--- src/rtl/core/rmq_pkg.sv ---
// shared types and codes for the rotation matrix to quaternion converter
`timescale 1ns / 1ps
`default_nettype none
package rmq_pkg;

	localparam int ELEM_W = 16;
	localparam int NUM_W  = 18;

	// branch codes: which component comes from the square root
	localparam logic [1:0] BR_TRACE = 2'd0;
	localparam logic [1:0] BR_X     = 2'd1;
	localparam logic [1:0] BR_Y     = 2'd2;
	localparam logic [1:0] BR_Z     = 2'd3;

	typedef struct packed {
		logic signed [ELEM_W-1:0] r00;
		logic signed [ELEM_W-1:0] r01;
		logic signed [ELEM_W-1:0] r02;
		logic signed [ELEM_W-1:0] r10;
		logic signed [ELEM_W-1:0] r11;
		logic signed [ELEM_W-1:0] r12;
		logic signed [ELEM_W-1:0] r20;
		logic signed [ELEM_W-1:0] r21;
		logic signed [ELEM_W-1:0] r22;
	} matrix_t;

	typedef struct packed {
		logic signed [ELEM_W-1:0] quat_x;
		logic signed [ELEM_W-1:0] quat_y;
		logic signed [ELEM_W-1:0] quat_z;
		logic signed [ELEM_W-1:0] quat_w;
	} quat_t;

	// side data riding along the square root cells
	typedef struct packed {
		logic                         valid;
		logic [1:0]                   br;
		logic [2:0][NUM_W-1:0]        num;
	} sq_side_t;

	// side data riding along the divider cells
	typedef struct packed {
		logic       valid;
		logic [1:0] br;
		logic       sq0;
		logic [2:0] neg;
		logic [2:0] nz;
	} div_side_t;

endpackage
`default_nettype wire

--- src/rtl/core/rmq_prep.sv ---
// input stage: branch choice, radicand and the three numerators
`timescale 1ns / 1ps
`default_nettype none
module rmq_prep import rmq_pkg::*; #(
	parameter int FRAC_BITS = 14,
	parameter int RW2 = 2 * FRAC_BITS + 20
) (
	input  wire logic           clk,
	input  wire logic           arst_n,
	input  wire logic           start,
	input  wire matrix_t        matrix,
	output sq_side_t            side_s1,
	output logic [RW2-1:0]      rad_s1
);
	localparam int VSW = FRAC_BITS + 20;
	localparam int UW  = VSW - 1;

	logic signed [VSW-1:0] e00, e11, e22, one_v, t, v;
	logic [1:0]            br;
	logic [2:0][NUM_W-1:0] num;
	logic [UW-1:0]         v_u;

	always_comb begin
		e00   = VSW'(matrix.r00);
		e11   = VSW'(matrix.r11);
		e22   = VSW'(matrix.r22);
		one_v = VSW'(1) <<< FRAC_BITS;
		t     = e00 + e11 + e22;
		if (t > 0) begin
			br = BR_TRACE;
		end else if (e00 > e11 && e00 > e22) begin
			br = BR_X;
		end else if (e11 > e22) begin
			br = BR_Y;
		end else begin
			br = BR_Z;
		end
		// numerators ordered as the non-diagonal components in x, y, z, w order
		case (br)
			BR_TRACE: begin
				v      = one_v + t;
				num[0] = NUM_W'(matrix.r21) - NUM_W'(matrix.r12);
				num[1] = NUM_W'(matrix.r02) - NUM_W'(matrix.r20);
				num[2] = NUM_W'(matrix.r10) - NUM_W'(matrix.r01);
			end
			BR_X: begin
				v      = one_v + e00 - e11 - e22;
				num[0] = NUM_W'(matrix.r01) + NUM_W'(matrix.r10);
				num[1] = NUM_W'(matrix.r02) + NUM_W'(matrix.r20);
				num[2] = NUM_W'(matrix.r21) - NUM_W'(matrix.r12);
			end
			BR_Y: begin
				v      = one_v + e11 - e00 - e22;
				num[0] = NUM_W'(matrix.r01) + NUM_W'(matrix.r10);
				num[1] = NUM_W'(matrix.r12) + NUM_W'(matrix.r21);
				num[2] = NUM_W'(matrix.r02) - NUM_W'(matrix.r20);
			end
			default: begin
				v      = one_v + e22 - e00 - e11;
				num[0] = NUM_W'(matrix.r02) + NUM_W'(matrix.r20);
				num[1] = NUM_W'(matrix.r12) + NUM_W'(matrix.r21);
				num[2] = NUM_W'(matrix.r10) - NUM_W'(matrix.r01);
			end
		endcase
		// negative radicand clamps to zero
		v_u = v[VSW-1] ? '0 : v[UW-1:0];
	end

	always_ff @(posedge clk or negedge arst_n) begin
		if (!arst_n) begin
			side_s1.valid <= 1'b0;
		end else begin
			side_s1.valid <= start;
			side_s1.br    <= br;
			side_s1.num   <= num;
			rad_s1        <= RW2'({v_u, {FRAC_BITS{1'b0}}});
		end
	end

endmodule
`default_nettype wire

--- config.mk ---
export PLATFORM = sky130hd
export DESIGN_NAME = rmq_prep
export DESIGN_NICKNAME = d
export VERILOG_FILES = /design/src/rtl/core/rmq_pkg.sv /design/src/rtl/core/rmq_prep.sv
export SDC_FILE = /design/constraint.sdc
export NUM_CORES = 1
export LEC_CHECK = 0
export ABC_AREA = 1
export BUFFER_PORTS_ARGS = -buffer_cell sky130_fd_sc_hd__buf_2
export CAP_MARGIN = 5
export CORE_MARGIN = 4
export CORE_UTILIZATION = 55
export DETAILED_ROUTE_END_ITERATION = 7
export MAX_ROUTING_LAYER = met4
export PLACE_DENSITY = 0.81
export SETUP_SLACK_MARGIN = 0.1
export SKIP_CTS_REPAIR_TIMING = 1
export SLEW_MARGIN = 20
export SYNTH_ARGS = -nofsm -noshare
export SYNTH_HDL_FRONTEND = slang
export SYNTH_SLANG_ARGS = --single-unit
--- constraint.sdc ---
create_clock -name clk -period 1.6 [get_ports clk]
set_input_delay 0 -clock clk [delete_from_list [all_inputs] [get_ports clk]]
set_output_delay 0 -clock clk [all_outputs]
set_load 0.05 [all_outputs]
-- After elaboration in Yosys (flattened, before gate mapping)
Index checks and enable logic that the tools add are counted.
- output and inout port bits: 105
- register bits after elaboration: 90
- reduce and logical (&&, ||, !) cells: 2
- order comparisons: 4
- add/sub/neg operators: 18
- eq/ne operators: 2
- mux-type cells: 5
- operators by type and width (kind ; count):
    54-bit case mux with 3 select lines ; 1
    34-bit case mux with 3 select lines ; 1
    16-bit by 16-bit adder with 17-bit output ; 4
    18-bit by 16-bit subtractor with 19-bit output ; 3
    17-bit by 16-bit subtractor with 18-bit output ; 3
    16-bit by 16-bit adder with 17-bit output, first input constant ; 3
    16-bit by 16-bit subtractor with 17-bit output ; 3
    16-bit greater-than comparator ; 3
    16-bit by 18-bit adder with 19-bit output, first input constant ; 1
    17-bit by 16-bit adder with 18-bit output ; 1
    18-bit by 1-bit greater-than comparator with 1-bit output, second input constant ; 1
    2-bit 2-to-1 mux ; 2
    2-bit by 1-bit equality test with 1-bit output, second input constant ; 1
    2-bit equality test, second input constant ; 1
    2-bit logical NOT ; 1
    1-bit logical AND ; 1
    1-bit 2-to-1 mux ; 1

-- Depth between registers and ports, before layout
- depth in word-level cells: 6
- depth in mapped cells: 28
- gate-level depth less buffers: 26

-- Worst setup path before layout
No wires, ideal clock.
- path kind: input to register
- start: input port matrix[1] (netlist bit)
- end: register side_s1[10] (netlist bit), data pin
- path buffers: 1
- stages on the path: 23
- data arrival time: 3.187 ns
- setup slack: -1.853 ns
- path through: fa_1 > ha_1 > fa_1 > nand3_1 > nand2_2 > nand3_1 > nand3_1 > a21boi_0 > xor2_1 > inv_1 > ha_1 > nand4_1 > nor2_1 > nand3_1 > nor2_1 > nand2_1 > nor2_2 > nand3_4 > nand2_8 > nand3_4 > buf_2 > nand3_1 > o211ai_1
- RTL lines (item ; RTL line ; RTL):
    from (decl) ; rmq_prep.sv:11 ; input wire matrix_t matrix,
    to (decl) ; rmq_prep.sv:12 ; output sq_side_t side_s1,

==> metrics.yaml <==
clkSinkCount: 73
grt_usage: 0.347
final-hold-violation-count: 0
required_ns: 1.67
setup_tns_ns: -125.01
fp.coreArea_um2: 28000
routedWlPerCell_um: 17.7
crit_path_start_kind: "input port"
final_common_cell: "buf_4"
setup_slack_ns: -1.88
holdWs_ns: 0.238
ys_warn_count: 0
pre_cts_ws_ns: -2.16
arrival_ns: 3.55
cts_buffers: 9
overflow: 0
synth_edf_count: 72
vias: 18229
start_util: 0.561
grt_pass1_vias: 17329
via_per_inst: 5.47
num_rows: 61
holdCritStartpoint: "matrix[81]"
crit_fanout: 17
ir_drop_mv: 1.16
antenna_found_initial: 4
nets: 3464
path_class: "input port to flop"
max_slew_margin: 0.462
drv_slew: 0
h-tree-depth: 3
die_x_um: 177
fin_area_um2: 22500
cts.clk_slew.worst_paths_ns: 0.06
syn_area_um2: 15700
drc_errors: 0
instances_no_fill: 3330
ys_types: 46
synth_area_leaders: "ha_1, edfxtp_1, nand2_1"
dr.pass1.iters: 7
hold_path_depth: 4
yosysTopAreaCell: "ha_1"
tritoncts: "yes"
syn_inst: 2139
endpoint_kind: "flop"
dieArea_um2: 31300
hold_end: "side_s1[37]$_DFFE_PP_"
ys_ff_latch: 73
cts_buffer_depth: 2
power_mw: 23.6
finalCritPeriodShare: 2.18
cts_root_buf: "clkbuf_16"
failed_checks: "setup timing"
first_iter_violations: 2004
async_flop_share: 0.0137
fmax_mhz: 287
final_util: 0.804
port_buffers: 236
syn_avg_cell_area_um2: 7.34
hp-class: "input port to flop"
placed_cell_area_um2: 21500
status: "finished with violations"
grt_max_degree: 74
io_pins: 252
dp.cells: 3286
worst_pin_slew_ns: 0.804
post-route-min-period_ns: 3.48
seq_area_frac_synth: 0.139
yosysTopAreaCellShare: 0.239
die_y_um: 177
final_cell_mix: "buf_4, nand2_1, inv_1, ha_1, buf_2"
gp_congestion: 1.06
power_density_nw_per_um2: 1050
ant_nets: 0
area_growth_pct: 43.4
drive_above_1_share: 0.327
grt_pass1_wl_um: 85600
synth_top_flop_cell: "edfxtp_1"
setup_viol: 71
routed_wl_um: 58800
cap_violations: 0
grt_setup_unrepaired: "true"
p_leak_nw: 12.5
dp_hpwl_um: 47300
[synth_stat cells (2+ instances only)]
library cell,number
o31ai_1,8
a31oi_1,12
nand3b_1,14
nand3_4,2
buf_2,14
nor2_1,150
edfxtp_1,72
nor2_2,5
nand2_2,6
o21a_1,3
a21o_1,11
xnor2_1,16
o21bai_1,11
a211oi_1,3
o2111ai_1,3
ha_1,300
nand3_1,198
nand3_2,3
clkbuf_1,15
nor3_1,30
inv_2,4
a21oi_1,155
nand2_1,396
fa_1,74
a22oi_1,3
xor2_1,93
nand4_1,32
a21boi_0,9
o211ai_1,26
buf_4,34
inv_1,350
or2_2,3
nor4_1,5
buf_6,7
o21ai_0,61
[where the power goes]
| part | internal, mW | switching, mW |
|---|---|---|
| logic | 7.06 | 11.0 |
| clock network | 1.20 | 0.868 |
| registers | 3.08 | 0.405 |
| total | 11.3 | 12.3 |
[worst max path at each step]
stage,startpoint,endpoint,slack [ns],cells past startpoint
after global placement,matrix[1],side_s1[14]$_DFFE_PP_,-2.02,24
after global routing,matrix[5],side_s1[36]$_DFFE_PP_,-2.06,27
final,matrix[1],side_s1[36]$_DFFE_PP_,-1.88,24
after CTS,matrix[134],side_s1[34]$_DFFE_PP_,-1.83,26
after floorplan,matrix[1],rad_s1[23]$_SDFFCE_PP0P_,-1.69,23
after detailed placement,matrix[134],side_s1[14]$_DFFE_PP_,-2.16,25
[final cells by class]
class                           count  area (µm²)
Inverter                          354        1360
Fill cell                        1924        5490
Multi-Input combinational cell   1658       12200
Timing Repair Buffer              846        5990
Tap cell                          378         473
Clock inverter                      7        68.8
Clock buffer                        9         225
Antenna cell                        4        10.0
Timing Repair inverter              1        6.26
Sequential cell                    73        2190
[layer usage]
layer  track usage  wire length, µm  vias up
met2         0.550            26500     1138
met3        0.0483             6290      225
met1         0.469            23400     8328
met5             -                0        -
li1              -                -     8538
met4        0.0970             2590        0
[cells by family after synthesis]
| family | Yosys count | share of synthesized area |
|---|---|---|
| other | 1 | 0.000239 |
| AND/OR/NAND/NOR | 850 | 0.239 |
| AO/OA/AOI/OAI | 307 | 0.112 |
| XOR/XNOR | 109 | 0.0608 |
| flip-flops | 73 | 0.139 |
| adder cells (fa/ha/maj) | 374 | 0.333 |
| buffers and inverters | 425 | 0.115 |
[sequential cells by signal, summed over array words and instances (netlist names)]
register / flops
side_s1: 54
rad_s1: 19
[critical path, stage by stage]
cell and delay [ns]:
buf_6 0.10, fa_1 0.50, ha_2 0.21, fa_2 0.40, nand3_4 0.11, nand2_4 0.07
nand3_4 0.06, nand3_2 0.09, a21boi_2 0.17, xor2_1 0.10, inv_1 0.07, ha_2 0.17
nand4_1 0.09, nor2_1 0.11, nand3_1 0.08, nor2_1 0.10, nand2_1 0.07, nor2_2 0.15
nand3_4 0.16, nand2_4 0.19, buf_6 0.14, nand2_8 0.11, nand2_1 0.15, o211ai_1 0.15
(Power assumes the default switching activity.)
