**config.mk**
```make
export PLATFORM = sky130hd
export DESIGN_NAME = rmq_sqrt_cell
export DESIGN_NICKNAME = d
export VERILOG_FILES = /design/src/rtl/core/rmq_pkg.sv /design/src/rtl/core/rmq_sqrt_cell.sv
export SDC_FILE = /design/constraint.sdc
export NUM_CORES = 1
export LEC_CHECK = 0
export BUFFER_PORTS_ARGS = -buffer_cell sky130_fd_sc_hd__buf_2
export CORE_MARGIN = 3
export CORE_UTILIZATION = 35
export CTS_BUF_LIST = sky130_fd_sc_hd__clkbuf_16
export DETAILED_ROUTE_END_ITERATION = 8
export GPL_TIMING_DRIVEN = 0
export SYNTH_ARGS = -nofsm -noshare
export SYNTH_HDL_FRONTEND = slang
export SYNTH_SLANG_ARGS = --single-unit
```
**constraint.sdc**
```tcl
create_clock -name clk -period 0.8 [get_ports clk]
set_input_delay 0.12 -clock clk [delete_from_list [all_inputs] [get_ports clk]]
set_output_delay 0.12 -clock clk [all_outputs]
set_load 0.02 [all_outputs]
```
**src/rtl/core/rmq_pkg.sv**
```systemverilog
// shared types and codes for the rotation matrix to quaternion converter
`timescale 1ns / 1ps
`default_nettype none
package rmq_pkg;

	localparam int ELEM_W = 16;
	localparam int NUM_W  = 18;

	// branch codes: which component comes from the square root
	localparam logic [1:0] BR_TRACE = 2'd0;
	localparam logic [1:0] BR_X     = 2'd1;
	localparam logic [1:0] BR_Y     = 2'd2;
	localparam logic [1:0] BR_Z     = 2'd3;

	typedef struct packed {
		logic signed [ELEM_W-1:0] r00;
		logic signed [ELEM_W-1:0] r01;
		logic signed [ELEM_W-1:0] r02;
		logic signed [ELEM_W-1:0] r10;
		logic signed [ELEM_W-1:0] r11;
		logic signed [ELEM_W-1:0] r12;
		logic signed [ELEM_W-1:0] r20;
		logic signed [ELEM_W-1:0] r21;
		logic signed [ELEM_W-1:0] r22;
	} matrix_t;

	typedef struct packed {
		logic signed [ELEM_W-1:0] quat_x;
		logic signed [ELEM_W-1:0] quat_y;
		logic signed [ELEM_W-1:0] quat_z;
		logic signed [ELEM_W-1:0] quat_w;
	} quat_t;

	// side data riding along the square root cells
	typedef struct packed {
		logic                         valid;
		logic [1:0]                   br;
		logic [2:0][NUM_W-1:0]        num;
	} sq_side_t;

	// side data riding along the divider cells
	typedef struct packed {
		logic       valid;
		logic [1:0] br;
		logic       sq0;
		logic [2:0] neg;
		logic [2:0] nz;
	} div_side_t;

endpackage
`default_nettype wire

```
**src/rtl/core/rmq_sqrt_cell.sv**
```systemverilog
// one digit cell of the pipelined integer square root
`timescale 1ns / 1ps
`default_nettype none
module rmq_sqrt_cell import rmq_pkg::*; #(
	parameter int RW2 = 48,
	parameter int SW  = 24
) (
	input  wire logic            clk,
	input  wire logic            arst_n,
	input  wire sq_side_t        side_i,
	input  wire logic [RW2-1:0]  rad_i,
	input  wire logic [SW+1:0]   rem_i,
	input  wire logic [SW-1:0]   root_i,
	output sq_side_t             side_o,
	output logic [RW2-1:0]       rad_o,
	output logic [SW+1:0]        rem_o,
	output logic [SW-1:0]        root_o
);
	logic [SW+1:0] rem_n, trial;
	logic          ge;

	always_comb begin
		rem_n = {rem_i[SW-1:0], rad_i[RW2-1 -: 2]};
		trial = {root_i, 2'b01};
		ge    = rem_n >= trial;
	end

	always_ff @(posedge clk or negedge arst_n) begin
		if (!arst_n) begin
			side_o.valid <= 1'b0;
		end else begin
			side_o.valid <= side_i.valid;
			side_o.br    <= side_i.br;
			side_o.num   <= side_i.num;
			rad_o        <= rad_i << 2;
			rem_o        <= ge ? rem_n - trial : rem_n;
			root_o       <= {root_i[SW-2:0], ge};
		end
	end

endmodule
`default_nettype wire

```
# After elaboration in Yosys (flattened, before gate mapping)

Cells that the tools add are included.

Register bits after elaboration: 153
Input port bits: 157
Output and inout port bits: 155
Word-level logic and storage cells: 11

Add/sub/neg operators: 1
Magnitude comparators: 1
Multiplexer cells: 1

Operators with widths:

| operator                           | number |
|---|---|
| 26-bit greater-or-equal comparator | 1 |
| 26-bit two-way mux                 | 1 |
| 26-bit subtractor                  | 1 |

# Depth between registers and ports, before layout

Gate-level depths: netlist (run 1).

Depth in word-level cells: 2
Depth in mapped cells: 12
Gate-level depth less buffers: 10

# Worst setup path before layout (run 1)

No wires, ideal clock.

Path kind: input-to-reg
Start: in root_i[0]
End: reg rem_o[18], data pin
Setup time: 0.260 ns
Data arrival time: 2.312 ns
Required time: 0.540 ns
Setup slack: -1.772 ns
Cell stages on the path: 12
Path buffers: 2
Cells stage by stage: inv_1 ha_1 nor2b_1 o31a_1 nor3_2 o2111ai_1 a21oi_1 o21a_1 o21a_1 buf_4 buf_4 mux2_2

Longest elaborated chain between the ends: 2
Elaborated cells on any way between the ends: 3
Classes of those cells: 1 x add/sub; 1 x order compare; 1 x mux

RTL lines:

| element                                                                 | line                                     | source |
|---|---|---|
| start: declaration                                                      | rmq_sqrt_cell.sv:13                      | `input wire logic [SW-1:0] root_i,` |
| 26-bit subtractor or 26-bit greater-or-equal comparator (tied branches) | rmq_sqrt_cell.sv:36, rmq_sqrt_cell.sv:25 |  |
| 26-bit two-way mux (*)                                                  | rmq_sqrt_cell.sv:36                      | `rem_o <= ge ? rem_n - trial : rem_n;` |
| end signal: assignment                                                  | rmq_sqrt_cell.sv:36                      |  |
| end: declaration                                                        | rmq_sqrt_cell.sv:16                      | `output logic [SW+1:0] rem_o,` |

Mark *: on every way between the ends. The rest lies on a longest branch, timed or not.
A chain may end at the register's enable or synchronous reset.

# Worst setup path after layout (run 1)

Start: in root_i[0]
End: reg rem_o[2], data pin

The elaborated chain is that of the path after synthesis.

==> run metrics, run 1 <==
EDFF count, synth 152; initial antenna violation count 1; sw frac 0.280; nets 1067; top cells by area, synth edfxtp_1, ha_1, mux2_2; clock network power share 0.335; PnR worst setup slack -1420 ps; Detailed Routing Iterations Pass 1 5; share of layout cells above drive strength 1 0.483; fin util 0.655; final non-filler cell total 1121; slowest cell on the critical path mux2_2; Max Freq 0.451 GHz; register bit count reported by yosys 153; n_diodes 0; Final Critical Period 2220 ps; Int Power 17.1 mW; first-pass GRT wire length 31.9 mm; CTS tree yes; DIE HEIGHT 141 µm; failing checks negative hold slack, negative setup slack; WHS -0.152 ps; Area Overhead vs Synth 80.5%; Initial Util 0.363; sequential cell fraction of total power 0.421; Mapped Cells 408; Worst VDD drop 0.00146 V; crit path cell chain buf_6 -> inv_4 -> ha_4 -> nor2b_4 -> o31a_1 -> nor3_4 -> o2111ai_2 -> a21oi_2 -> o21a_1 -> o21a_1 -> buf_6 -> buf_6 -> mux2_2; # Max-Cap Violations 0; htree depth 4; placed cells 942; fillers 1273; final WL 22.1 mm; Final GP Congestion 0.848; global route overflow 0; LEAKAGE 4.92 nW; Hold Path Class input pin to register; drt drc 0; top cells by count, synth edfxtp_1, inv_1, a21oi_1; vias post-DR 5327; RSZ-0062 raised after global routing yes; I/O Pins 312; Comb power frac 0.244; wire length per cell 19.7 µm; Max Slew Vio Count 0; GRT Util Overall 0.208; Max Fanout on Critical Path 6; Mapped Area 6390 µm²; Crit path top cell by count buf_6; row cnt 48; net load switching power 6.65 mW; drt first-iter violations 233; worst hold path startpoint rem_i[2]; CTS sink count 153; Crit path required time 970 ps; Yosys cell types 48; CTS root buffer clkbuf_16; total CTS buffers 17; Power Dens Cells 2060 nW/µm²; vias per cell 4.75; Hold Path Sink rem_o[4]$_DFFE_PP_; asr flop ratio synth 0.00654; Worst Setup Path Type input pin to register; CP Data Arrival Time 2390 ps; top cell type's share of synthesized area 0.715; nature of the critical path endpoint register; largest net degree at the start of global routing 72; core area 17600 µm²; Die Span X 141 µm; register area share after synthesis 0.719; post-route cell area 11500 µm²; status finished, violations left; Final Hold Fails 1; maximum clock path buffer count 2; pre-CTS WS -2220 ps; clock slew at reported path FFs 70 ps; Avg Inst Size Synth 15.7 µm²; CP Launch Type input pin; most frequent cell after synthesis edfxtp_1; post-route antenna net violation count 0; area post-placement 8380 µm²; Hold Path Cell Cnt 2; Final HPWL DP 14.2 mm; final setup fails 180; IO Port Bufs 307; post-synth top area cell edfxtp_1; ys flop type edfxtp_1; Worst path max stage delay 320 ps; warning count from the yosys run 0; die area 19900 µm²; vias in the first global route 5702; Tcrit/Tclk final 2.77
## registers in the layout (all words and copies together) (netlist names)
register and flops:
side_o 57, rad_o 46, rem_o 26, root_o 24
## cell type report
type | count | area (µm²) | area share
Sequential cell | 153 | 4590 | 0.398
Timing Repair Buffer | 459 | 3970 | 0.344
Multi-Input combinational cell | 213 | 1900 | 0.165
Clock buffer | 17 | 425 | 0.0369
Tap cell | 225 | 282 | 0.0244
Clock inverter | 14 | 158 | 0.0137
Inverter | 32 | 125 | 0.0109
Buffer | 8 | 82.6 | 0.00716
## layer usage
layer / routed length [µm] / vias up / track usage
li1: - / 2509 / -
met1: 8220 / 2561 / 0.237
met2: 11900 / 233 / 0.376
met3: 1450 / 22 / 0.0611
met4: 419 / 2 / 0.0632
met5: 13 / - / 0
## kinds of logic (layout without fill, tap and decap cells)
family,count (synthesis),after routing,share of synthesized area
adder cells (fa/ha/maj),26,26,0.0509
multiplexers,25,25,0.0437
buffers and inverters,43,530,0.0286
AND/OR/NAND/NOR,62,62,0.0523
AO/OA/AOI/OAI,79,79,0.0792
other,1,2,0.000587
flip-flops,153,153,0.719
XOR/XNOR,19,19,0.0261
## power groups by stage
| stage | Sequential [mW] | Combinational (mW) | Clock [mW] |
|---|---|---|---|
| CTS | 9.91 | 5.37 | 8.11 |
| global route | 10.1 | 6.14 | 8.50 |
| finish | 10.0 | 5.79 | 7.97 |
| global placement | 10.0 | 4.03 | 0 |
| floorplan | 11.0 | 1.48 | 0 |
| detailed placement | 10.0 | 4.10 | 0 |
## placed cells by master, fill, tap and decap left out, drive strengths merged, types with 5 or more instances in the layout
cell	Yosys	routed
a21oi	30	30
buf	6	336
clkbuf	5	20
dlygate4sd3	0	127
edfxtp	152	152
ha	26	26
inv	32	39
mux2	23	23
nand2	15	15
nand4	6	6
nor2	12	12
nor3	6	6
o21a	9	9
o21ai	18	18
xnor2	14	14
xor2	5	5
## critical path, delay by kind of cell
kind / cells / cell delay [ps]
buf+inv: 4 / 440
mux: 1 / 320
simple gates: 2 / 320
compound gates: 5 / 1000
fa+ha+maj: 1 / 180
## worst max-delay path by stage
stage | from | end | slack (ps) | cells after the start
CTS | root_i[0] | rem_o[13]$_DFFE_PP_ | -1350 | 13
global route | root_i[0] | rem_o[3]$_DFFE_PP_ | -1480 | 13
floorplan | rem_i[0] | rem_o[10]$_DFFE_PP_ | -1680 | 11
detailed placement | root_i[2] | rem_o[20]$_DFFE_PP_ | -2220 | 13
global placement | arst_n | side_o[56]$_DFF_PN0_ | -2320 | 1
finish | root_i[0] | rem_o[2]$_DFFE_PP_ | -1420 | 13
## through the flow
step                      TNS (ps)  power (mW)
after detailed placement   -131100        14.1
after CTS                   -79120        23.4
after global placement     -383300        14.0
final                       -79860        23.8
after floorplan             -43290        12.5
after global routing        -86650        24.7
## repair_timing
item	in CTS	in global routing
cloned	2	1
setup endpoints to repair	264	222
endpoints found under the hold margin	131	2
gates resized for setup	186	135
hold buffers	126	1
pin swaps	19	6
buffers inserted	18	3
Power figures use the tool's default switching activity.
==> run 2: changes to the inputs <==
--- a/config.mk
+++ b/config.mk
@@ -5,6 +5,7 @@
 export SDC_FILE = /design/constraint.sdc
 export NUM_CORES = 1
 export LEC_CHECK = 0
+export ABC_CLOCK_PERIOD_IN_PS = 800
 export BUFFER_PORTS_ARGS = -buffer_cell sky130_fd_sc_hd__buf_2
 export CORE_MARGIN = 3
 export CORE_UTILIZATION = 35
==> constraint.sdc (replaced) <==
create_clock -name clk -period 0.8 [get_ports clk]
set_input_delay 0.2 -clock clk [delete_from_list [all_inputs] [get_ports clk]]
set_output_delay 0.2 -clock clk [all_outputs]
set_load 0.02 [all_outputs]
==> run metrics, run 2 (synthesized netlist as in run 1, its figures left out) <==
status finished, violations left; failing checks negative setup slack; slowest cell on the critical path mux2_4; # Max-Cap Violations 0 (unchanged); IO Port Bufs 307 (unchanged); CP Launch Type input pin; CTS tree yes; die area 19900 µm² (unchanged); Final GP Congestion 0.848 (unchanged); CTS root buffer clkbuf_16; I/O Pins 312 (unchanged); DIE HEIGHT 141 µm (unchanged); final setup fails 180 (unchanged); worst hold path startpoint rem_i[2]; Tcrit/Tclk final 2.86 (+0.0807); post-route antenna net violation count 0 (unchanged); Power Dens Cells 2070 nW/µm² (+0.24%); first-pass GRT wire length 31.9 mm (unchanged); final WL 21.9 mm (-0.79%); Final Hold Fails 0 (-1); global route overflow 0 (unchanged); vias per cell 4.78 (+0.56%); Hold Path Class input pin to register; WHS 89.7 ps (+89.9 ps); nature of the critical path endpoint register; CP Data Arrival Time 2450 ps (+60 ps); drt first-iter violations 235 (+0.86%); placed cells 942 (unchanged); Initial Util 0.363 (unchanged); overall power 23.8 mW (about the same); final non-filler cell total 1120 (-0.089%); Die Span X 141 µm (unchanged); pre-CTS WS -2300 ps (-80.0 ps); maximum clock path buffer count 2 (unchanged); CTS sink count 153 (unchanged); vias post-DR 5352 (+0.47%); Worst path max stage delay 300 ps (-20 ps); LEAKAGE 4.90 nW (-0.39%); PnR worst setup slack -1480 ps (-64.6 ps); initial antenna violation count 1 (unchanged); Critical Path Start root_i[0]; biggest regs side_o: 57 flops, rad_o: 46 flops, rem_o: 26 flops; Area Overhead vs Synth 80.0%; Biggest register side_o; clock slew at reported path FFs 70 ps (about the same); crit path cell chain buf_6 -> inv_4 -> ha_4 -> nor2b_4 -> o31a_1 -> nor3_4 -> o2111ai_2 -> a21oi_2 -> o21a_1 -> o21a_1 -> buf_6 -> buf_12 -> mux2_4; RSZ-0062 raised after global routing yes; FF+latch area 4590 µm² (unchanged); area post-placement 8380 µm² (unchanged); most frequent cells in the layout buf_2, edfxtp_1, buf_6, dlygate4sd3_1, inv_1; fillers 1277 (+0.31%); Max Freq 0.438 GHz (-2.8%); drt drc 0 (unchanged); Detailed Routing Iterations Pass 1 4 (-1); share of layout cells above drive strength 1 0.483 (-0.000577); vias in the first global route 5702 (unchanged); total CTS buffers 17 (unchanged); Max Slew Vio Count 0 (unchanged); Final HPWL DP 14.2 mm (unchanged); GRT Util Overall 0.208 (unchanged); post-route cell area 11500 µm² (-0.26%); setup TNS -93090 ps (-13230 ps); Crit path required time 970 ps (about the same); core area 17600 µm² (unchanged); htree depth 4 (unchanged); largest net degree at the start of global routing 72 (unchanged); area of the multi-input gates 1900 µm² (unchanged); Max Fanout on Critical Path 10 (+4); Worst Setup Path Type input pin to register; commonest non-fill, non-tap cell in the layout buf_2; fin util 0.653 (-0.00171); nets 1066 (-0.094%); Largest register FFs 57 (unchanged); Worst VDD drop 0.00146 V (about the same); n_diodes 0 (unchanged); row cnt 48 (unchanged); Final Critical Period 2280 ps (+64.6 ps); wire length per cell 19.5 µm (-0.70%)
==> run 2: area by class of cell <==
type                    count  area share
inverters                  32      0.0109
repair buffers            458       0.342
plain buffers               8     0.00718
multi-input cells         213       0.165
well taps                 225      0.0245
clock buffers              17      0.0370
flip-flops and latches    153       0.399
clock inverters            14      0.0137
==> run 2: worst paths after layout <==
check                                        to  cells after the start
max in group asynchronous  side_o[56]$_DFF_PN0_                      2
min                          rem_o[4]$_DFFE_PP_                      2
min in group asynchronous  side_o[56]$_DFF_PN0_                      2
max                         rem_o[11]$_DFFE_PP_                     13
==> run 2: timing repair <==
action                                  CTS  global route
hold buffers                            126             1
gates cloned                              2             0
pin swaps                                19             6
gates resized for setup                 187           135
endpoints found under the setup margin  264           180
buffers inserted                         18             3
hold endpoints to repair                127             1
==> run 2: power breakdown <==
group | switching, mW | leakage [nW] | internal (mW)
Clock | 3.57 | 0.277 | 4.41
Combinational | 2.76 | 3.13 | 3.02
Sequential | 0.337 | 1.50 | 9.68
Total | 6.66 | 4.90 | 17.1
==> run 2: routing by layer <==
metal,vias up,track usage,part of all wire
li1,2506,-,-
met1,2587,0.237,0.38
met2,230,0.376,0.54
met3,27,0.0611,0.064
met4,2,0.0632,0.023
met5,-,0,0.00059
==> run 2: critical path, delay by kind of cell <==
kind	cells	cell delay, ps
buffers and inverters	4	450
adders and majority gates	1	180
and+or+nand+nor	2	320
muxes	1	300
AOI/OAI and AO/OA	5	970
