### src/rtl/core/rmq_pkg.sv
// shared types and codes for the rotation matrix to quaternion converter
`timescale 1ns / 1ps
`default_nettype none
package rmq_pkg;

	localparam int ELEM_W = 16;
	localparam int NUM_W  = 18;

	// branch codes: which component comes from the square root
	localparam logic [1:0] BR_TRACE = 2'd0;
	localparam logic [1:0] BR_X     = 2'd1;
	localparam logic [1:0] BR_Y     = 2'd2;
	localparam logic [1:0] BR_Z     = 2'd3;

	typedef struct packed {
		logic signed [ELEM_W-1:0] r00;
		logic signed [ELEM_W-1:0] r01;
		logic signed [ELEM_W-1:0] r02;
		logic signed [ELEM_W-1:0] r10;
		logic signed [ELEM_W-1:0] r11;
		logic signed [ELEM_W-1:0] r12;
		logic signed [ELEM_W-1:0] r20;
		logic signed [ELEM_W-1:0] r21;
		logic signed [ELEM_W-1:0] r22;
	} matrix_t;

	typedef struct packed {
		logic signed [ELEM_W-1:0] quat_x;
		logic signed [ELEM_W-1:0] quat_y;
		logic signed [ELEM_W-1:0] quat_z;
		logic signed [ELEM_W-1:0] quat_w;
	} quat_t;

	// side data riding along the square root cells
	typedef struct packed {
		logic                         valid;
		logic [1:0]                   br;
		logic [2:0][NUM_W-1:0]        num;
	} sq_side_t;

	// side data riding along the divider cells
	typedef struct packed {
		logic       valid;
		logic [1:0] br;
		logic       sq0;
		logic [2:0] neg;
		logic [2:0] nz;
	} div_side_t;

endpackage
`default_nettype wire

### src/rtl/core/rmq_div_cell.sv
// one quotient bit cell for three restoring divisions sharing a divisor
`timescale 1ns / 1ps
`default_nettype none
module rmq_div_cell import rmq_pkg::*; #(
	parameter int NW  = 33,
	parameter int DW  = 25,
	parameter int QB  = 32,
	parameter int BIT = 0
) (
	input  wire logic                 clk,
	input  wire logic                 arst_n,
	input  wire div_side_t            side_i,
	input  wire logic [DW-1:0]        den_i,
	input  wire logic [DW-1:0]        diag_i,
	input  wire logic [2:0][NW-1:0]   rem_i,
	input  wire logic [2:0][QB-1:0]   q_i,
	output div_side_t                 side_o,
	output logic [DW-1:0]             den_o,
	output logic [DW-1:0]             diag_o,
	output logic [2:0][NW-1:0]        rem_o,
	output logic [2:0][QB-1:0]        q_o
);
	localparam int CW = NW + DW;

	logic [CW-1:0]  dsh;
	logic [2:0]     ge;

	always_comb begin
		dsh = CW'(den_i) << BIT;
		for (int j = 0; j < 3; j++) begin
			ge[j] = CW'(rem_i[j]) >= dsh;
		end
	end

	always_ff @(posedge clk or negedge arst_n) begin
		if (!arst_n) begin
			side_o.valid <= 1'b0;
		end else begin
			side_o.valid <= side_i.valid;
			side_o.br    <= side_i.br;
			side_o.sq0   <= side_i.sq0;
			side_o.neg   <= side_i.neg;
			side_o.nz    <= side_i.nz;
			den_o        <= den_i;
			diag_o       <= diag_i;
			for (int j = 0; j < 3; j++) begin
				rem_o[j] <= ge[j] ? rem_i[j] - dsh[NW-1:0] : rem_i[j];
				q_o[j]   <= {q_i[j][QB-2:0], ge[j]};
			end
		end
	end

endmodule
`default_nettype wire

### config.mk
export PLATFORM = sky130hd
export DESIGN_NAME = rmq_div_cell
export DESIGN_NICKNAME = d
export VERILOG_FILES = /design/src/rtl/core/rmq_pkg.sv /design/src/rtl/core/rmq_div_cell.sv
export SDC_FILE = /design/constraint.sdc
export NUM_CORES = 1
export LEC_CHECK = 0
export BUFFER_PORTS_ARGS = -buffer_cell sky130_fd_sc_hd__clkbuf_2
export CORE_AREA = 4 4 199 201
export DETAILED_ROUTE_END_ITERATION = 8
export DIE_AREA = 0 0 203 205
export PLACE_DENSITY = 0.64
export SYNTH_ARGS = -nofsm -noshare
export SYNTH_HDL_FRONTEND = slang
export SYNTH_SLANG_ARGS = --single-unit
### constraint.sdc
create_clock -name clk -period 0.8 [get_ports clk]
set_input_delay 0.04 -clock clk [delete_from_list [all_inputs] [get_ports clk]]
set_output_delay 0.04 -clock clk [all_outputs]
set_load 0.005 [all_outputs]
### Word-level counts from Yosys, hierarchy flattened

Cells that the tools add are included.

| word-level totals | value |
|---|---|
| logic and storage cells | 22 |
| input bits | 257 |
| output and inout bits | 255 |
| bits in registers | 255 |

| operators by class | value |
|---|---|
| magnitude comparators | 3 |
| mux-type cells | 3 |
| add/sub/neg operators | 3 |

Operator list:

| operator | count |
|---|---|
| 33-bit by 25-bit >= comparator with 1-bit output | 3 |
| 33-bit 2-to-1 mux | 3 |
| 33-bit by 25-bit subtractor with 33-bit output | 3 |

### Logic depth before layout (Yosys ltp)

Gate-level depths: netlist (run 1).

| depth | value |
|---|---|
| word-level depth | 2 |
| mapped depth | 14 |
| depth with buffers taken out | 12 |

### Least setup slack after synthesis (run 1)

No wires, ideal clock.

| path | value |
|---|---|
| kind | input port to flip-flop |
| start | in den_i[16] |
| end | reg rem_o[42] in the netlist's numbering (data pin) |
| library setup time | 270 ps |
| stages on the path | 14 |
| setup slack | -1,852 ps |
| data required time | 530 ps |
| arrival time | 2,382 ps |
| path buffers | 3 |
| cells stage by stage | inv_1 > ha_1 > clkbuf_1 > a21oi_1 > o21ai_1 > or3_1 > o31ai_1 > o21a_1 > o22ai_1 > or2_1 > buf_2 > clkbuf_1 > nor2_1 > a21oi_1 |

| on the way | value |
|---|---|
| word-level cells in the longest chain between the ends | 2 |

Ends and longest elaborated chain:

| element | RTL line | source |
|---|---|---|
| from (decl) | rmq_div_cell.sv:13 | `input wire logic [DW-1:0] den_i,` |
| 33-bit by 25-bit >= comparator with 1-bit output | rmq_div_cell.sv:31 | `ge[j] = CW'(rem_i[j]) >= dsh;` |
| 33-bit 2-to-1 mux | rmq_div_cell.sv:47 | `rem_o[j] <= ge[j] ? rem_i[j] - dsh[NW-1:0] : rem_i[j];` |
| to (signal, indexed assignment) | rmq_div_cell.sv:47 |  |
| to (decl) | rmq_div_cell.sv:20 | `output logic [2:0][NW-1:0] rem_o,` |

No other way between the ends.
A chain may end at the register's enable or synchronous reset.

### Worst setup path after layout (run 1)

| path | value |
|---|---|
| start | in rem_i[33] in the netlist's numbering |
| end | reg rem_o[59] in the netlist's numbering (data pin) |

| on the way | value |
|---|---|
| word-level cells in the longest chain between the ends | 2 |
| elaborated cells on any way between the ends | 3 |
| classes of those cells | add/sub (1); order compare (1); mux (1) |

Ends and longest elaborated chain:

| element | RTL line | source |
|---|---|---|
| from (decl) | rmq_div_cell.sv:15 | `input wire logic [2:0][NW-1:0] rem_i,` |
| 33-bit by 25-bit subtractor with 33-bit output / 33-bit by 25-bit >= comparator with 1-bit output (equally long branches) | rmq_div_cell.sv:47, rmq_div_cell.sv:31 |  |
| 33-bit 2-to-1 mux (*) | rmq_div_cell.sv:47 |  |

Mark *: on every way between the ends. The rest lies on a longest branch, timed or not.

==> flow_summary.json, run 1 <==
{
  "die_height_um": 205,
  "antenna_found_initial": 4,
  "die_area_um2": 41620,
  "drv_slew": 0,
  "required_ps": 1100,
  "postSynthAreaPerCell_um2": 12.27,
  "grt_pass1_vias": 13929,
  "cp_max_fo": 2,
  "setup_viol_count_final": 374,
  "ys_seq_elements": 255,
  "power_density_nw_per_um2": 1747,
  "layout.area.seq_um2": 7652,
  "pwr-share-comb_pct": 27.7,
  "numClockSinks": 255,
  "critPathLaunchType": "input port",
  "crit_path_end_kind": "flop",
  "power_frac_seq_pct": 40.1,
  "maxCapViolations": 0,
  "dp_hpwl_um": 39560,
  "rows": 71,
  "drtAntennaViolNets": 0,
  "rsz0062_at_grt": "true",
  "core_area_um2": 37580,
  "cts_made_buffers": 29,
  "clkTransAtPathRegs_ps": 60,
  "gp_congestion": 0.9347,
  "yosys-top-cells-count": "edfxtp_1 (254), nand2_1 (94), a21oi_1 (85), ha_1 (75), o21ai_1 (58)",
  "async_flop_share_pct": 0.3922,
  "cts_max_level": 1,
  "yosys-top-cells-area": "edfxtp_1 (59%), ha_1 (7.3%), a21oi_1 (3.3%)",
  "switchingPower_mw": 11.56,
  "cts_tree": "built",
  "leakage_nw": 10.64,
  "fmax_ghz": 0.4449,
  "yosysMostFrequentCell": "edfxtp_1",
  "multiInputGateArea_um2": 6242,
  "n_fill_cell": 2846,
  "grt_max_degree": 38,
  "synthFlopType": "edfxtp_1",
  "yosysWarnings": 0,
  "status": "finished with violations",
  "yosysTopAreaCell": "edfxtp_1",
  "syn_area_um2": 12930,
  "firstDrtPassIters": 5,
  "grt_overflow": 0,
  "yosysTopAreaCellShare_pct": 59.00,
  "clk_path_buf_depth": 3,
  "report.final.hold_viol_count": 0,
  "io_pins": 512,
  "worst_pin_slew_ps": 512.0,
  "synth_edf_count": 254,
  "pwr-share-clk_pct": 32.2,
  "slew_headroom_pct": 64.99,
  "drive_above_1_share_pct": 52.29,
  "crit_arrival_ps": 2550,
  "port_buffers": 508,
  "synth_cell_type_count": 74,
  "vdd_drop_max_mv": 1.434,
  "final_area_um2": 24150,
  "syn2layout_area_growth_pct": 86.80,
  "track_usage_pct": 25.16,
  "final_net_count": 2519,
  "start_util_pct": 34.41,
  "synth_seq_area_share_pct": 59.19,
  "grt_pass1_wl_um": 81520,
  "fin_crit_ps": 2248,
  "switching_share_pct": 27.39,
  "wl_per_cell_um": 20.56,
  "pre_cts_slack_ps": -2159,
  "post_drt_via_cell_ratio": 4.907,
  "place_area_um2": 19000,
  "violations": "setup timing",
  "syn-num-nets": 1389,
  "min_period_over_period_pct": 281.0,
  "finalWorstSetupSlack_ps": -1448,
  "drt_iter0_markers": 709,
  "synthCells": 1054,
  "die_x_um": 203,
  "power.internal_mw": 30.63,
  "hold_class": "input port to flop",
  "path_class": "input port to flop",
  "drc": 0,
  "vias": 13336,
  "wirelength_um": 55870,
  "final_util_pct": 64.27,
  "cts-root-buf": "clkbuf_16",
  "fin_setup_tns_ps": -207100
}
critical path: stages:
cell and delay [ps]:
clkbuf_16 120, inv_8 30, ha_4 150, fa_2 350
nor2b_2 150, o21bai_1 90, a31o_2 250, o31a_1 350
o21a_1 240, o31ai_4 280, and4_4 280, nor3b_2 50
xor2_1 150
placed cells by master, fill, tap and decap left out, types with 21 or more instances in the layout:
cell type	count
clkbuf_16	30
o21ai_2	32
edfxtp_1	254
nor2_1	38
xnor2_1	38
nand2_1	73
buf_6	34
a21o_1	29
buf_4	314
a21oi_1	61
xor2_1	36
o21ai_1	28
dlygate4sd3_1	253
a21oi_2	21
inv_1	28
ha_1	49
o21ai_0	27
clkbuf_2	485
ha_4	25
cell families (layout without fill, tap and decap cells):
| logic type | count (synthesis) | in the layout | share of synthesized area, % |
|---|---|---|---|
| buffers and inverters | 80 | 1231 | 2.526 |
| other | 0 | 2 | 0 |
| multiplexers | 18 | 18 | 1.529 |
| AND/OR/NAND/NOR | 258 | 258 | 9.910 |
| flip-flops | 255 | 255 | 59.19 |
| AO/OA/AOI/OAI | 283 | 283 | 13.57 |
| XOR/XNOR | 82 | 82 | 5.555 |
| adder cells (fa/ha/maj) | 78 | 78 | 7.723 |
final timing paths:
check,endpoint,cells after the start,slack (ps),startpoint
min in group asynchronous,side_o[9],3,480,arst_n
hold / removal,rem_o[25],4,10,rem_i[24]
setup / recovery,rem_o[59],13,-1450,rem_i[33]
max in group asynchronous,side_o[9],3,180,arst_n
power by group through the flow:
stage	clock [mW]	sequential [mW]	combinational, mW
finish	13.6	16.9	11.7
detailed placement	0	17.1	9.25
global placement	0	17.1	9.18
CTS	13.8	16.9	11.0
global route	14.5	17.0	12.5
floorplan	0	17.3	3.64
what timing repair did:
action | CTS | global route
endpoints found under the hold margin | 260 | 1
hold buffers | 252 | 1
pin swaps | 52 | 62
setup buffers | 31 | 26
endpoints found under the setup margin | 357 | 374
gates cloned | 5 | 0
resized for setup | 160 | 127
state kept, by name, summed over array words and instances (netlist names):
| register | count |
|---|---|
| side_o | 10 |
| rem_o | 99 |
| diag_o | 25 |
| den_o | 25 |
| q_o | 96 |
layout make-up:
cell class                 count  share of cell area, %
multi-input combinational    719                  25.85
clock inverter                17                 0.8652
antenna                        2                0.02072
tap                          511                  2.647
sequential                   255                  31.69
inverter                      48                  1.015
clock buffer                  35                  3.098
timing repair buffer        1131                  34.82
metrics by stage:
step,hold slack (ps),total power [mW],cells
after floorplan,-255.6,20.91,1054
after global placement,151.5,26.31,2360
after detailed placement,154.5,26.39,2360
after CTS,-172.9,41.67,2698
after global routing,24.68,43.99,2717
final,13.31,42.18,2718
per-layer routing:
metal  GRT usage, %  vias up  part of all wire, %
met5              0        -                0.072
met4          10.77        6                  4.7
met3          5.192      130                  6.5
met2          46.36      545                   52
met1          28.18     6417                   37
li1               -     6238                    -
Note: power is estimated with default switching activity, not from simulation.
==> inputs of run 2 (changes only) <==
--- a/config.mk
+++ b/config.mk
@@ -8,5 +8,5 @@
 export BUFFER_PORTS_ARGS = -buffer_cell sky130_fd_sc_hd__clkbuf_2
-export CORE_AREA = 4 4 199 201
+export CORE_AREA = 4 4 198 200
 export DETAILED_ROUTE_END_ITERATION = 8
-export DIE_AREA = 0 0 203 205
+export DIE_AREA = 0 0 202 204
 export PLACE_DENSITY = 0.64
==> constraint.sdc (replaced) <==
create_clock -name clk -period 2.7 [get_ports clk]
set_input_delay 0.135 -clock clk [delete_from_list [all_inputs] [get_ports clk]]
set_output_delay 0.135 -clock clk [all_outputs]
set_load 0.02 [all_outputs]
==> run 2 against run 1 <==
Compared with the run above:
- the run still ends with setup timing left
- critical path depth rose by 1
- global-route usage fell by 2.0 points
- flip-flop and latch count unchanged
- via count shrank 7.1%
- combinational power decreased by 72%
==> flow_summary.json, run 2 (synthesis gave the netlist of run 1 again) <==
{
  "status": "finished with violations",
  "finalWorstSetupSlack_ps": -14.28,
  "drtAntennaViolNets": 0,
  "crit_path_end_kind": "flop",
  "track_usage_pct": 23.15,
  "power_frac_seq_pct": 41.2,
  "rsz0062_at_grt": "true",
  "finalPower_mw": 12.20,
  "grt_pass1_vias": 12948,
  "die_area_um2": 41210,
  "syn2layout_area_growth_pct": 64.07,
  "drt_iter0_markers": 585,
  "numClockSinks": 255,
  "cts_max_level": 1,
  "power_density_nw_per_um2": 575.2,
  "pwr-share-clk_pct": 32.1,
  "switching_share_pct": 29.65,
  "wl_per_cell_um": 19.54,
  "leakage_nw": 9.501,
  "final_common_cell": "clkbuf_2",
  "reg_top3": "rem_o x99, q_o x96",
  "grt_max_degree": 89,
  "critPathLaunchType": "input port",
  "pwr-share-comb_pct": 26.8,
  "core_area_um2": 37400,
  "port_buffers": 508,
  "vias": 12385,
  "largest_reg_flops": 99,
  "grt_overflow": 0,
  "post_drt_via_cell_ratio": 4.844,
  "wirelength_um": 49960,
  "final_cell_mix": "clkbuf_2 (506), edfxtp_1 (254), dlygate4sd3_1 (237)",
  "vdd_drop_max_mv": 0.4370,
  "dp.cells": 2264,
  "grt_pass1_wl_um": 74470,
  "antenna_found_initial": 8,
  "fin_cells": 2557,
  "min_period_over_period_pct": 100.5,
  "violations": "setup timing",
  "switchingPower_mw": 3.617,
  "drv_slew": 0,
  "start_util_pct": 34.57,
  "worst_pin_slew_ps": 508.8,
  "power.internal_mw": 8.583,
  "fin_crit_ps": 2714,
  "slew_headroom_pct": 65.20,
  "clkTransAtPathRegs_ps": 60,
  "crit_arrival_ps": 3020,
  "final_net_count": 2356,
  "clk_path_buf_depth": 3,
  "io_pins": 512,
  "fmax_ghz": 0.3684,
  "required_ps": 3010,
  "path_class": "input port to flop",
  "drive_above_1_share_pct": 40.14,
  "drc": 0,
  "maxCapViolations": 0,
  "firstDrtPassIters": 5,
  "rows": 71,
  "die_x_um": 202,
  "hold_class": "input port to flop",
  "dp_hpwl_um": 36840,
  "cts_tree": "built",
  "cts-root-buf": "clkbuf_16",
  "cts_made_buffers": 29,
  "setup_viol_count_final": 1,
  "gp_congestion": 0.9188,
  "cp_max_fo": 39,
  "top_register": "rem_o",
  "die_height_um": 204,
  "report.final.hold_viol_count": 0
}
-- run 2: cell types whose count changed in the layout (fill, tap and decap cells not counted), moves of 21 or more --
cell / change
o21ai_1: +29
buf_4: -100
ha_4: -25
nand2_1: +21
o21ai_2: -30
buf_6: -33
clkbuf_2: +21
ha_1: +24
a21oi_1: +22
-- run 2: final timing paths --
check	from	endpoint	slack (ps)	cells past startpoint
worst max-delay path	den_i[20]	rem_o[70]	-10	14
worst min-delay path	rem_i[34]	rem_o[34]	9	3
max in group asynchronous	arst_n	side_o[9]	1900	3
min in group asynchronous	arst_n	side_o[9]	440	3
-- run 2: stage by stage --
stage | hold slack [ps] | utilization [%] | TNS, ps | area [um2] | setup slack, ps
3_3_place_gp | 245.6 | 47.50 | -17050 | 17770 | -324.4
3_5_place_dp | 250.2 | 47.50 | -20560 | 17770 | -365.0
5_1_grt | 16.09 | 56.72 | -115.2 | 21210 | -66.06
4_1_cts | 0.6467 | 56.35 | 0 | 21080 | 16.77
2_1_floorplan | -160.6 | - | -86.37 | 12930 | -43.19
6_report | 9.332 | 56.72 | -14.28 | 21210 | -14.28
-- run 2: power by group through the flow --
stage / Sequential (mW) / Combinational [mW] / Clock [mW]
6_report: 5.02 / 3.26 / 3.91
5_1_grt: 5.05 / 3.50 / 4.21
4_1_cts: 5.01 / 3.23 / 4.00
3_5_place_dp: 5.08 / 2.93 / 0
3_3_place_gp: 5.08 / 2.92 / 0
2_1_floorplan: 5.61 / 0.978 / 0
-- run 2: worst max-delay path, stage by stage --
cell	delay (ps)
dlygate4sd3_1	580
clkbuf_2	170
inv_1	140
ha_2	420
and2_1	190
and3_1	230
nand4_1	130
o21ai_1	160
buf_4	140
nor3_4	50
buf_12	140
buf_12	160
and2_1	170
a31o_2	200
-- run 2: area by class of cell --
class                      instances  area, um2
timing repair buffer             968       6710
inverter                          48      180.2
clock inverter                    18      188.9
multi-input combinational        719       5085
sequential                       255       7652
clock buffer                      35      748.2
antenna                            3      7.507
tap                              511      639.4
fill                            3094      16190
-- run 2: what timing repair did --
action                                  4_1_cts  5_1_grt
setup buffers                                 0        0
hold buffers                                237        1
resized for setup                             0       27
endpoints found under the setup margin        0       61
endpoints found under the hold margin       255        1
-- run 2: per-layer routing --
layer	vias up	GRT usage (%)	part of all wire, %
met2	504	42.22	51
met4	8	10.99	5.3
met3	133	5.205	6.6
met5	-	0	0.11
li1	5920	-	-
met1	5820	25.58	37
==> inputs of run 3 (changes only) <==
Settings changed: CELL_PAD_IN_SITES_DETAIL_PLACEMENT set to 0, CELL_PAD_IN_SITES_GLOBAL_PLACEMENT set to 1, CORE_AREA 4 4 198 200 to 4 4 200 202, DIE_AREA 0 0 202 204 to 0 0 204 206, PLACE_DENSITY 0.64 to 0.78.
==> run 3 against run 2 <==
Compared with the run above:
- the flow finishes with violations (hold timing)
- largest power group unchanged
- sequential share of layout area down 0.48 points
- setup slack better by 85 ps
- sequential power about the same
- non-clock buffer count down 2
- clock-buffer cell count down 5
- die area up 2.0%
- via count up 0.62%
- cell count up 0.31%
- global-route usage up 0.26 points
- cell area up 1.3%
- hold slack worse by 13 ps
- critical path type unchanged
- power up 4.3%
==> flow_summary.json, run 3 (synthesis gave the netlist of run 1 again) <==
{
  "status": "finished with violations",
  "violations": "hold timing",
  "wl_per_cell_um": 20.33,
  "vdd_drop_max_mv": 0.5410,
  "maxCapViolations": 0,
  "start_util_pct": 33.77,
  "crit_path_start": "rem_i[74]",
  "power_frac_seq_pct": 39.4,
  "required_ps": 3020,
  "hold_class": "input port to flop",
  "critPathLaunchType": "input port",
  "finalPower_mw": 12.73,
  "pwr-share-comb_pct": 26.0,
  "final_net_count": 2354,
  "cts-root-buf": "clkbuf_16",
  "numClockSinks": 255,
  "die_x_um": 204,
  "largest_reg_flops": 99,
  "drv_slew": 0,
  "rows": 72,
  "drc": 0,
  "drt_iter0_markers": 778,
  "final_cell_mix": "clkbuf_2 (506), edfxtp_1 (254), dlygate4sd3_1 (249)",
  "fmax_ghz": 0.3803,
  "cts_made_buffers": 29,
  "cts_max_level": 1,
  "hold_ws_ps": -3.756,
  "port_buffers": 508,
  "io_pins": 512,
  "clkTransAtPathRegs_ps": 70,
  "path_class": "input port to flop",
  "drive_above_1_share_pct": 41.30,
  "grt_pass1_vias": 12705,
  "top_register": "rem_o",
  "gp_congestion": 0.9099,
  "clk_path_buf_depth": 3,
  "cts_tree": "built",
  "core_area_um2": 38290,
  "worst_pin_slew_ps": 554.8,
  "post_drt_via_cell_ratio": 4.858,
  "pwr-share-clk_pct": 34.6,
  "crit_arrival_ps": 2950,
  "grt_overflow": 0,
  "power.internal_mw": 8.986,
  "track_usage_pct": 23.41,
  "antenna_found_initial": 9,
  "slew_headroom_pct": 62.70,
  "syn2layout_area_growth_pct": 66.27,
  "reg_top3": "rem_o x99, q_o x96",
  "power_density_nw_per_um2": 592.1,
  "cp_max_fo": 3,
  "report.final.hold_viol_count": 1,
  "wirelength_um": 52140,
  "vias": 12462,
  "switching_share_pct": 29.41,
  "final_util_pct": 56.15,
  "firstDrtPassIters": 5,
  "min_period_over_period_pct": 97.38,
  "crit_path_end_kind": "flop",
  "grt_pass1_wl_um": 75470,
  "switchingPower_mw": 3.743,
  "die_area_um2": 42020,
  "final_common_cell": "clkbuf_2",
  "drtAntennaViolNets": 0,
  "grt_max_degree": 63,
  "dp_hpwl_um": 38880,
  "setup_viol_count_final": 0,
  "die_height_um": 206,
  "leakage_nw": 9.540,
  "crit_end": "rem_o[91]",
  "fin_crit_ps": 2629
}
## run 3: cell count changes in the layout (fill, tap and decap cells not counted), moves of 5 or more
cell,before,now
dlygate4sd3_1,237,249
buf_4,214,203
a21oi_1,83,75
a21oi_2,3,11
inv_6,1,7
o21ai_2,2,8
clkbuf_1,6,1
## run 3: metal layers
layer  wire length, um  track usage (%)  part of all wire (%)
met1             19060            25.71                    37
met2             26760            42.76                    51
met3              3428            4.943                   6.6
met4              2853            11.92                   5.5
met5                41                0                 0.079
## run 3: per-stage QoR
step	cell area, um2	instances	worst slack (ps)	hold WS [ps]	setup TNS, ps
3_3_place_gp	17550	2248	-378.9	131.8	-20710
2_1_floorplan	12930	1054	-43.19	-160.6	-86.37
4_1_cts	21110	2550	10.62	2.950	0
3_5_place_dp	17550	2248	-384.9	136.1	-26000
5_1_grt	21490	2563	-16.73	7.003	-67.52
6_report	21500	2565	70.80	-3.756	0
## run 3: worst max-delay path: stages
cell           delay, ps
dlygate4sd3_1        550
clkbuf_2             140
ha_1                 310
and3_1               200
nand4_1              150
or4_4                550
o21ai_1              130
buf_4                140
or3b_1               390
buf_4                160
xnor2_1              110
## run 3: area by class of cell
cell class / instances / area [um2]
Timing Repair Buffer: 966 / 6671
Multi-Input combinational cell: 719 / 5259
Sequential cell: 255 / 7652
Tap cell: 518 / 648.1
Antenna cell: 6 / 15.01
Clock buffer: 30 / 729.5
Clock inverter: 23 / 334.1
Fill cell: 3192 / 16790
Inverter: 48 / 187.7
## run 3: worst min-delay path by stage
| stage | start | endpoint | depth (start not counted) |
|---|---|---|---|
| after floorplan | arst_n | side_o[9] | 0 |
| after global placement | arst_n | side_o[9] | 1 |
| after detailed placement | arst_n | side_o[9] | 1 |
| after CTS | rem_i[48] | rem_o[48] | 3 |
| after global routing | rem_i[50] | rem_o[50] | 3 |
| final | rem_i[50] | rem_o[50] | 3 |
## run 3: power groups by stage
stage | Combinational, mW | Sequential [mW] | Clock [mW]
after floorplan | 0.978 | 5.61 | 0
after global placement | 2.89 | 5.07 | 0
after detailed placement | 2.91 | 5.08 | 0
after CTS | 3.22 | 5.00 | 4.49
after global routing | 3.56 | 5.04 | 4.70
final | 3.31 | 5.01 | 4.41
## run 3: timing repair
| item | in CTS | in global routing |
|---|---|---|
| endpoints found under the setup margin | 0 | 91 |
| hold buffers | 249 | 0 |
| hold endpoints to repair | 249 | 0 |
| gates resized for setup | 0 | 62 |
| buffers inserted | 0 | 9 |
